===== config.mk =====
export PLATFORM = sky130hd
export DESIGN_NAME = tre_accum
export DESIGN_NICKNAME = d
export VERILOG_FILES = /design/src/sv/tre_pkg.sv /design/src/sv/tre_lane.sv /design/src/sv/tre_accum.sv
export VERILOG_INCLUDE_DIRS = /design/src /design/src/sv
export SDC_FILE = /design/constraint.sdc
export NUM_CORES = 1
export LEC_CHECK = 0
export BUFFER_PORTS_ARGS = -buffer_cell sky130_fd_sc_hd__buf_2
export CORE_MARGIN = 2
export CORE_UTILIZATION = 35
export CTS_CLUSTER_SIZE = 40
export DETAILED_ROUTE_END_ITERATION = 8
export PLACE_DENSITY = 0.54
export SYNTH_ARGS = -nofsm -noshare
export SYNTH_HDL_FRONTEND = slang
export SYNTH_HIERARCHICAL = 1
export SYNTH_SLANG_ARGS = --single-unit

===== constraint.sdc =====
create_clock -name clk_i -period 6.9 [get_ports clk_i]
set_input_delay 0.345 -clock clk_i [delete_from_list [all_inputs] [get_ports clk_i]]
set_output_delay 0.345 -clock clk_i [all_outputs]
set_load 0.02 [all_outputs]

===== src/sv/ternary_row_engine_assert.svh =====
// Assertion helpers shared by the RTL files of the ternary row engine.
`ifndef TERNARY_ROW_ENGINE_ASSERT_SVH
`define TERNARY_ROW_ENGINE_ASSERT_SVH

// Check that a property holds at every clock edge outside reset.
`define TRE_ASSERT(lbl, clk, rst_n, prop, msg) \
  lbl: assert property (@(posedge clk) disable iff (!rst_n) (prop)) \
    else $error(msg);

// Check that a condition never holds at a clock edge outside reset.
`define TRE_ASSERT_NEVER(lbl, clk, rst_n, cond, msg) \
  lbl: assert property (@(posedge clk) disable iff (!rst_n) !(cond)) \
    else $error(msg);

`endif


===== src/sv/tre_pkg.sv =====
`timescale 1ns / 1ps
`default_nettype none

package tre_pkg;

  localparam int LANES          = 4;
  localparam int TRIT_W         = 2;
  localparam int WEIGHT_W       = LANES * TRIT_W;
  localparam int ACT_WIDTH_DEF  = 16;
  localparam int ACC_WIDTH_DEF  = 32;
  localparam int BIAS_W         = 16;
  localparam int DECAY_W        = 13;
  localparam int PREV_W         = 16;
  localparam int OUT_W          = 16;
  localparam int MODE_W         = 2;
  localparam int G_W            = 13;        // sigmoid value, 0 .. 1.0 in Q.12

  localparam int FRAC           = 12;
  localparam int ONE_Q          = 4096;
  localparam int HALF_Q         = 2048;
  localparam int OUT_MAX        = 32767;
  localparam int OUT_MIN        = -32768;

  // Sigmoid polynomial: 0.5 + x * (0.25 - |x| / 32), x clamped at +-4.0
  localparam int SIG_LIMIT      = 16384;
  localparam int SIG_QUARTER    = 4194304;   // 0.25 in Q.24
  localparam int SIG_SLOPE_SH   = 7;         // |x| / 32 in Q.24 from Q.12
  // Rational tanh: x * (27 + x^2) / (27 + 9 x^2), x clamped at +-3.0
  localparam int TANH_LIMIT     = 12288;
  localparam int TANH_K27       = 452984832; // 27.0 in Q.24
  localparam int GATE_CLAMP     = 268435456; // gated operand clamp, 2^28

  // Tanh divider geometry
  localparam int DIV_DIVIDEND_W = 45;
  localparam int DIV_DIVISOR_W  = 31;
  localparam int DIV_QUOT_W     = 14;

  localparam int PADDR_W        = 3;
  localparam int PDATA_W        = 32;
  localparam logic REG_MODE_IDX = 1'b0;

  localparam logic [TRIT_W-1:0] TRIT_MASK = 2'h3;

  typedef enum logic [TRIT_W-1:0] {
    TRIT_ZERO = 2'd0,
    TRIT_POS  = 2'd1,
    TRIT_NEG  = 2'd2
  } trit_e;

  typedef enum logic [MODE_W-1:0] {
    MODE_PLAIN = 2'd0,
    MODE_GATED = 2'd1,
    MODE_CELL  = 2'd2
  } mode_e;

  typedef struct packed {
    logic busy;
    logic done;
  } fin_stat_t;

endpackage

`default_nettype wire


===== src/sv/tre_lane.sv =====
`timescale 1ns / 1ps
`default_nettype none

module tre_lane #(
  parameter int ACT_WIDTH = tre_pkg::ACT_WIDTH_DEF
) (
  input  logic [tre_pkg::TRIT_W-1:0] trit_a_i,
  input  logic [tre_pkg::TRIT_W-1:0] trit_b_i,
  input  logic signed [ACT_WIDTH-1:0] act_i,
  output logic signed [ACT_WIDTH:0]   contrib_a_o,
  output logic signed [ACT_WIDTH:0]   contrib_b_o
);
  import tre_pkg::*;

  logic signed [ACT_WIDTH:0] act_x;

  assign act_x = (ACT_WIDTH + 1)'(act_i);

  // Decode one trit per row: add, subtract or drop the activation.
  always_comb begin
    case (trit_a_i & TRIT_MASK)
      TRIT_POS: contrib_a_o = act_x;
      TRIT_NEG: contrib_a_o = -act_x;
      default:  contrib_a_o = '0;
    endcase
    case (trit_b_i & TRIT_MASK)
      TRIT_POS: contrib_b_o = act_x;
      TRIT_NEG: contrib_b_o = -act_x;
      default:  contrib_b_o = '0;
    endcase
  end

endmodule

`default_nettype wire


===== src/sv/tre_accum.sv =====
`timescale 1ns / 1ps
`default_nettype none
`include "ternary_row_engine_assert.svh"

module tre_accum #(
  parameter int ACT_WIDTH = tre_pkg::ACT_WIDTH_DEF,
  parameter int ACC_WIDTH = tre_pkg::ACC_WIDTH_DEF
) (
  input  logic                         clk_i,
  input  logic                         rst_ni,
  input  logic                         accept_i,
  input  logic                         row_end_i,
  input  logic [tre_pkg::WEIGHT_W-1:0] weight_a_i,
  input  logic [tre_pkg::WEIGHT_W-1:0] weight_b_i,
  input  logic signed [ACT_WIDTH-1:0]  act_i [tre_pkg::LANES],
  output logic signed [ACC_WIDTH-1:0]  sum_a_o,
  output logic signed [ACC_WIDTH-1:0]  sum_b_o
);
  import tre_pkg::*;

  localparam int DW = ACT_WIDTH + 3;
  localparam int SW = ((ACC_WIDTH > DW) ? ACC_WIDTH : DW) + 1;
  localparam logic signed [SW-1:0] ACC_MAX = {{(SW-ACC_WIDTH+1){1'b0}}, {(ACC_WIDTH-1){1'b1}}};
  localparam logic signed [SW-1:0] ACC_MIN = {{(SW-ACC_WIDTH+1){1'b1}}, {(ACC_WIDTH-1){1'b0}}};

  logic signed [ACT_WIDTH:0]     ca [LANES];
  logic signed [ACT_WIDTH:0]     cb [LANES];
  logic signed [DW-1:0]          da, db;
  logic signed [SW-1:0]          wa, wb;
  logic signed [ACC_WIDTH-1:0]   sum_a_q, sum_a_d;
  logic signed [ACC_WIDTH-1:0]   sum_b_q, sum_b_d;

  function automatic logic signed [ACC_WIDTH-1:0] sat_acc(input logic signed [SW-1:0] v);
    logic signed [ACC_WIDTH-1:0] r;
    if (v > ACC_MAX) begin
      r = ACC_MAX[ACC_WIDTH-1:0];
    end else if (v < ACC_MIN) begin
      r = ACC_MIN[ACC_WIDTH-1:0];
    end else begin
      r = v[ACC_WIDTH-1:0];
    end
    return r;
  endfunction

  for (genvar k = 0; k < LANES; k++) begin : g_lane
    tre_lane #(
      .ACT_WIDTH (ACT_WIDTH)
    ) u_lane (
      .trit_a_i    (weight_a_i[TRIT_W*k +: TRIT_W]),
      .trit_b_i    (weight_b_i[TRIT_W*k +: TRIT_W]),
      .act_i       (act_i[k]),
      .contrib_a_o (ca[k]),
      .contrib_b_o (cb[k])
    );
  end

  // Merge the lane contributions, then add with saturation.
  always_comb begin
    da = '0;
    db = '0;
    for (int k = 0; k < LANES; k++) begin
      da = da + DW'(ca[k]);
      db = db + DW'(cb[k]);
    end
    wa      = SW'(sum_a_q) + SW'(da);
    wb      = SW'(sum_b_q) + SW'(db);
    sum_a_d = sat_acc(wa);
    sum_b_d = sat_acc(wb);
  end

  always_ff @(posedge clk_i or negedge rst_ni) begin
    if (!rst_ni) begin
      sum_a_q <= '0;
      sum_b_q <= '0;
    end else if (accept_i) begin
      sum_a_q <= row_end_i ? '0 : sum_a_d;
      sum_b_q <= row_end_i ? '0 : sum_b_d;
    end
  end

  // Row totals including the current transfer.
  assign sum_a_o = sum_a_d;
  assign sum_b_o = sum_b_d;

  `TRE_ASSERT(a_clear_after_row, clk_i, rst_ni, (accept_i && row_end_i) |=> (sum_a_q == '0 && sum_b_q == '0), "accumulators not cleared after row end")

endmodule

`default_nettype wire


**Yosys cells after proc, flatten, opt, wreduce, memory -nomap -nowiden**

Cells that the tools add are included.

- Input bits: 84
- Output and inout port bits: 64
- Word-level logic and storage cells: 48
- Bits in registers: 64

- Mux-type cells: 14
- Magnitude comparators: 4
- Equal/unequal tests: 16
- $add $sub $neg: 12

Operator list:

| operator | count |
|---|---|
| one-hot mux 17 bit (2 select lines) | 8 |
| two-way mux 32 bit | 6 |
| negation 16 -> 17 bit | 4 |
| adder 32 x 19 -> 33 bit | 2 |
| > comparator 33 x 32 -> 1 bit (second input constant) | 2 |
| < comparator 33 x 32 -> 1 bit (second input constant) | 2 |
| adder 18 x 17 -> 19 bit | 2 |
| adder 19 x 17 -> 19 bit | 2 |
| adder 17 x 17 -> 18 bit | 2 |
| equality test 2 x 1 -> 1 bit (second input constant) | 8 |
| equality test 2 bit (second input constant) | 8 |

**Longest topological paths before layout**

- Word-level depth: 10
- Gate-level depth with buffers: 29
- Depth with buffers taken out: 24

**Modules after synthesis**

The synthesis kept the hierarchy.

Modules (own cells, without submodules):

| module | area an instance (µm²) | times used | cells each | sequential area each (µm²) |
|---|---|---|---|---|
| tre_accum | 10177.3 | 1 | 1222 | 1601.5 |
| tre_lane | 1059.8 | 4 | 175 | 0.0 |

**Worst setup path before layout**

OpenSTA, ideal clock, no wires.

- Path kind: input-to-output
- From: input act_i[0] in the netlist's numbering
- To: output sum_a_o[29]
- Buffers on the path: 0
- Slack: 300 ps
- Arrival: 6255 ps
- Data required time: 6555 ps
- Cell stages on the path: 21
- Cells stage by stage: inv_1 > ha_1 > nor2b_1 > nand2_1 > o211ai_1 > a21oi_1 > fa_1 > fa_1 > inv_1 > fa_1 > inv_1 > ha_1 > nand3_1 > or3_1 > nor4_2 > nor3_1 > or4_4 > clkinv_2 > nor3_2 > or4_1 > and2_1

RTL lines:

| what | line | source |
|---|---|---|
| start: declaration | tre_accum.sv:15 | `input logic signed [ACT_WIDTH-1:0] act_i [tre_pkg::LANES],` |
| end: declaration | tre_accum.sv:16 | `output logic signed [ACC_WIDTH-1:0] sum_a_o,` |

==> results.cfg <==
[detailed_routing]
m1WireLength_mm = 22.5
highest_layer = met5
drt-initial-drc-count = 1084
vias_per_cell = 5.42
drc = 0
ant_nets = 0
vias = 14200
drtPass1Iterations = 5
wl_met3_mm = 3.04
wl_met2_mm = 23.7
wl_per_cell_um = 19.2
wl_mm = 50.5

[power_and_ir_drop]
p_total_mw = 8.35
leakage_nw = 7.96
swShare_pct = 57.6
pwr-share-comb_pct = 86.5
p_sw_mw = 4.81
power_frac_seq_pct = 7.3
power.density_nw_per_um2 = 500
p_int_mw = 3.54
peakVddDrop_mv = 0.659
power.share.clock_pct = 6.2

[sta]
period_share_pct = 97.0
skew_ps = 6.73
fin_crit_ps = 6690
rsz0062_at_grt = yes
max-slew-margin-rel_pct = 36.9
timing.hold.ws_ps = 218
setup_viol = 0
max_freq_ghz = 0.149
drv_slew = 0
worstMarginPinSlew_ps = 947
hold_viol_final = 0

[placement]
placed_cells = 2599
place_congestion = 0.968
dpl.hpwl_mm = 42.1
io_buffers = 147

[global_route]
grt_overflow = 0
grt_pass1_wl_mm = 78.3
grt_max_degree = 65
antenna_found_initial = 6
grt_pass1_vias = 13700
track_usage_pct = 23.9

[logic_synthesis]
synth_area_um2 = 14400
synth_top_family_by_area = adder cells
synthSimpleGateAreaFrac_pct = 20.6
synth_edf_count = 0
synthXorXnorAreaFrac_pct = 3.46
ys_seq_area_share_pct = 11.1
synth_mux_area_share_pct = 0.625
ys_ff_latch = 64
syn-mean-instance-area_um2 = 7.50
synth_compound_area_share_pct = 23.3
synth_ff_type = dfrtp_1
yosysWarnings = 6
synth_fa_ha_area_share_pct = 27.7
postSynth.asyncResetShare_pct = 100
synth_nets = 2224
yosysUniqueCellTypes = 72
synthCells = 1922

[worst_setup_path]
critPathMostFrequentCell = inv_1
worstPathRequired_ps = 6550
cp-startpoint = act_i[23]
critPathKind = in2out
path_delay_family = simple AND/OR/NAND/NOR gates
cp_num_buf_inv = 9
rrSetupSlack_ps = 2650
worstReg2RegEnd = sum_a_q[29]
end_kind = output pin
path_max_fanout = 11
rr_worst_depth = 17
r2r-start = sum_a_q[1]
cpMaxStageDelayCell = fa_1
cp-start-kind = input port
slowest_delay_ps = 530
cp_data_arrival_time_ps = 6350

[cells_and_area]
fillers = 4353
fin_cells = 2624
fin_util_pct = 40.9
nNetsFinal = 2385
drive_gt1_share_pct = 17.4
mostFrequentLayoutCells = inv_1, nor2_1, buf_2
final_common_cell = inv_1
syn_to_final_growth_pct = 15.7

[clock_tree]
htree_levels = 3
clk_pin_slew_worst_paths_ps = 60
clk_latency_ps = 360
cts_buffers = 9
cts_tree = done
clockBufferDepth = 2
cts_sinks = 64
cts-root-buf = clkbuf_16

[floorplanning]
rows = 74
start_util_pct = 35.4
core_um2 = 40700
boundaryPins = 148
die_w_um = 207
die_h_um = 207
die_area_um2 = 42800

[worst_hold_path]
min_path_type = in2async

[outcome]
status = completed

[run]
max-cap-violations = 0
==> area by class of cell <==
type	instances	area [um2]	share of cell area, %
diodes	4	10.0	0.0600
clock buffers	10	239	1.43
clock inverters	6	82.6	0.495
inverters	366	1380	8.24
multi-input cells	1390	11100	66.8
flip-flops and latches	64	1600	9.60
well taps	532	666	3.99
repair buffers	252	1560	9.33
==> power groups by stage <==
stage          Sequential [mW]  Combinational, mW  Clock (mW)
5_1_grt                  0.630               7.95       0.545
2_1_floorplan            0.598               4.73           0
6_report                 0.613               7.22       0.516
3_3_place_gp             0.617               7.08           0
4_1_cts                  0.615               7.15       0.533
3_5_place_dp             0.622               7.10           0
==> synthesized netlist by cell type, drive strengths merged (6+ instances only) <==
| master | n | share of area [%] |
|---|---|---|
| inv | 364 | 9.5 |
| nor2 | 208 | 5.4 |
| fa | 132 | 18 |
| a21oi | 124 | 4.3 |
| o21ai | 98 | 3.4 |
| nand2 | 93 | 2.4 |
| ha | 86 | 7.5 |
| dfrtp | 64 | 11 |
| nor3 | 55 | 2.8 |
| clkbuf | 54 | 1.4 |
| buf | 49 | 2.3 |
| a21o | 47 | 2.4 |
| xnor2 | 38 | 2.3 |
| nand3 | 37 | 1.3 |
| a22o | 36 | 2.2 |
| o22ai | 29 | 1.3 |
| nand4 | 28 | 1.2 |
| o2bb2ai | 28 | 1.7 |
| maj3 | 27 | 1.9 |
| nand2b | 26 | 1.1 |
| nor4 | 24 | 1.3 |
| or3 | 23 | 1.0 |
| o211ai | 22 | 1.2 |
| o31ai | 22 | 1.1 |
| nor2b | 20 | 0.87 |
| xor2 | 19 | 1.2 |
| nor3b | 17 | 0.89 |
| a22oi | 13 | 0.68 |
| and2 | 12 | 0.52 |
| a31oi | 11 | 0.58 |
| a311oi | 10 | 0.61 |
| and3 | 10 | 0.43 |
| o32ai | 9 | 0.55 |
| mux2 | 8 | 0.62 |
| o21a | 8 | 0.42 |
| a32o | 7 | 0.49 |
| a21boi | 6 | 0.31 |
==> worst max-delay path by stage <==
stage             endpoint  slack, ps  cells past startpoint
3_3_place_gp    sum_a_o[3]         40                     22
4_1_cts        sum_a_o[29]         10                     22
5_1_grt        sum_a_o[29]        -70                     25
3_5_place_dp    sum_a_o[3]         10                     20
6_report        sum_b_o[0]        210                     25
2_1_floorplan  sum_a_o[29]        300                     21
==> metal layers <==
layer / vias up / global-route usage, %
met5: - / 0
met4: 4 / 6.33
met3: 63 / 3.36
met2: 424 / 39.5
met1: 6899 / 32.7
li1: 6841 / -
==> state kept, by name (all words and copies together) (netlist names) <==
name and count:
sum_a_q 32, sum_b_q 32
==> stage by stage <==
stage               setup slack, ps  cell area (um2)  TNS [ps]
floorplan                       300            14400         0
finish                          210            16700         0
global placement               44.5            16100         0
global route                  -69.4            16700     -69.4
detailed placement             11.5            16100         0
CTS                            12.3            16400         0
==> what timing repair did <==
item / 4_1_cts / 5_1_grt
pin swaps: 0 / 7
hold buffers: 0 / 0
cloned: 0 / 1
setup buffers: 0 / 4
resized for setup: 1 / 60
setup endpoints to repair: 1 / 55
==> logic make-up after synthesis <==
family	count (synthesis)
flops	64
compound gates	503
buf+inv	469
fa+ha+maj	245
xor+xnor	57
simple gates	576
mux	8
Power figures use the tool's default switching activity.
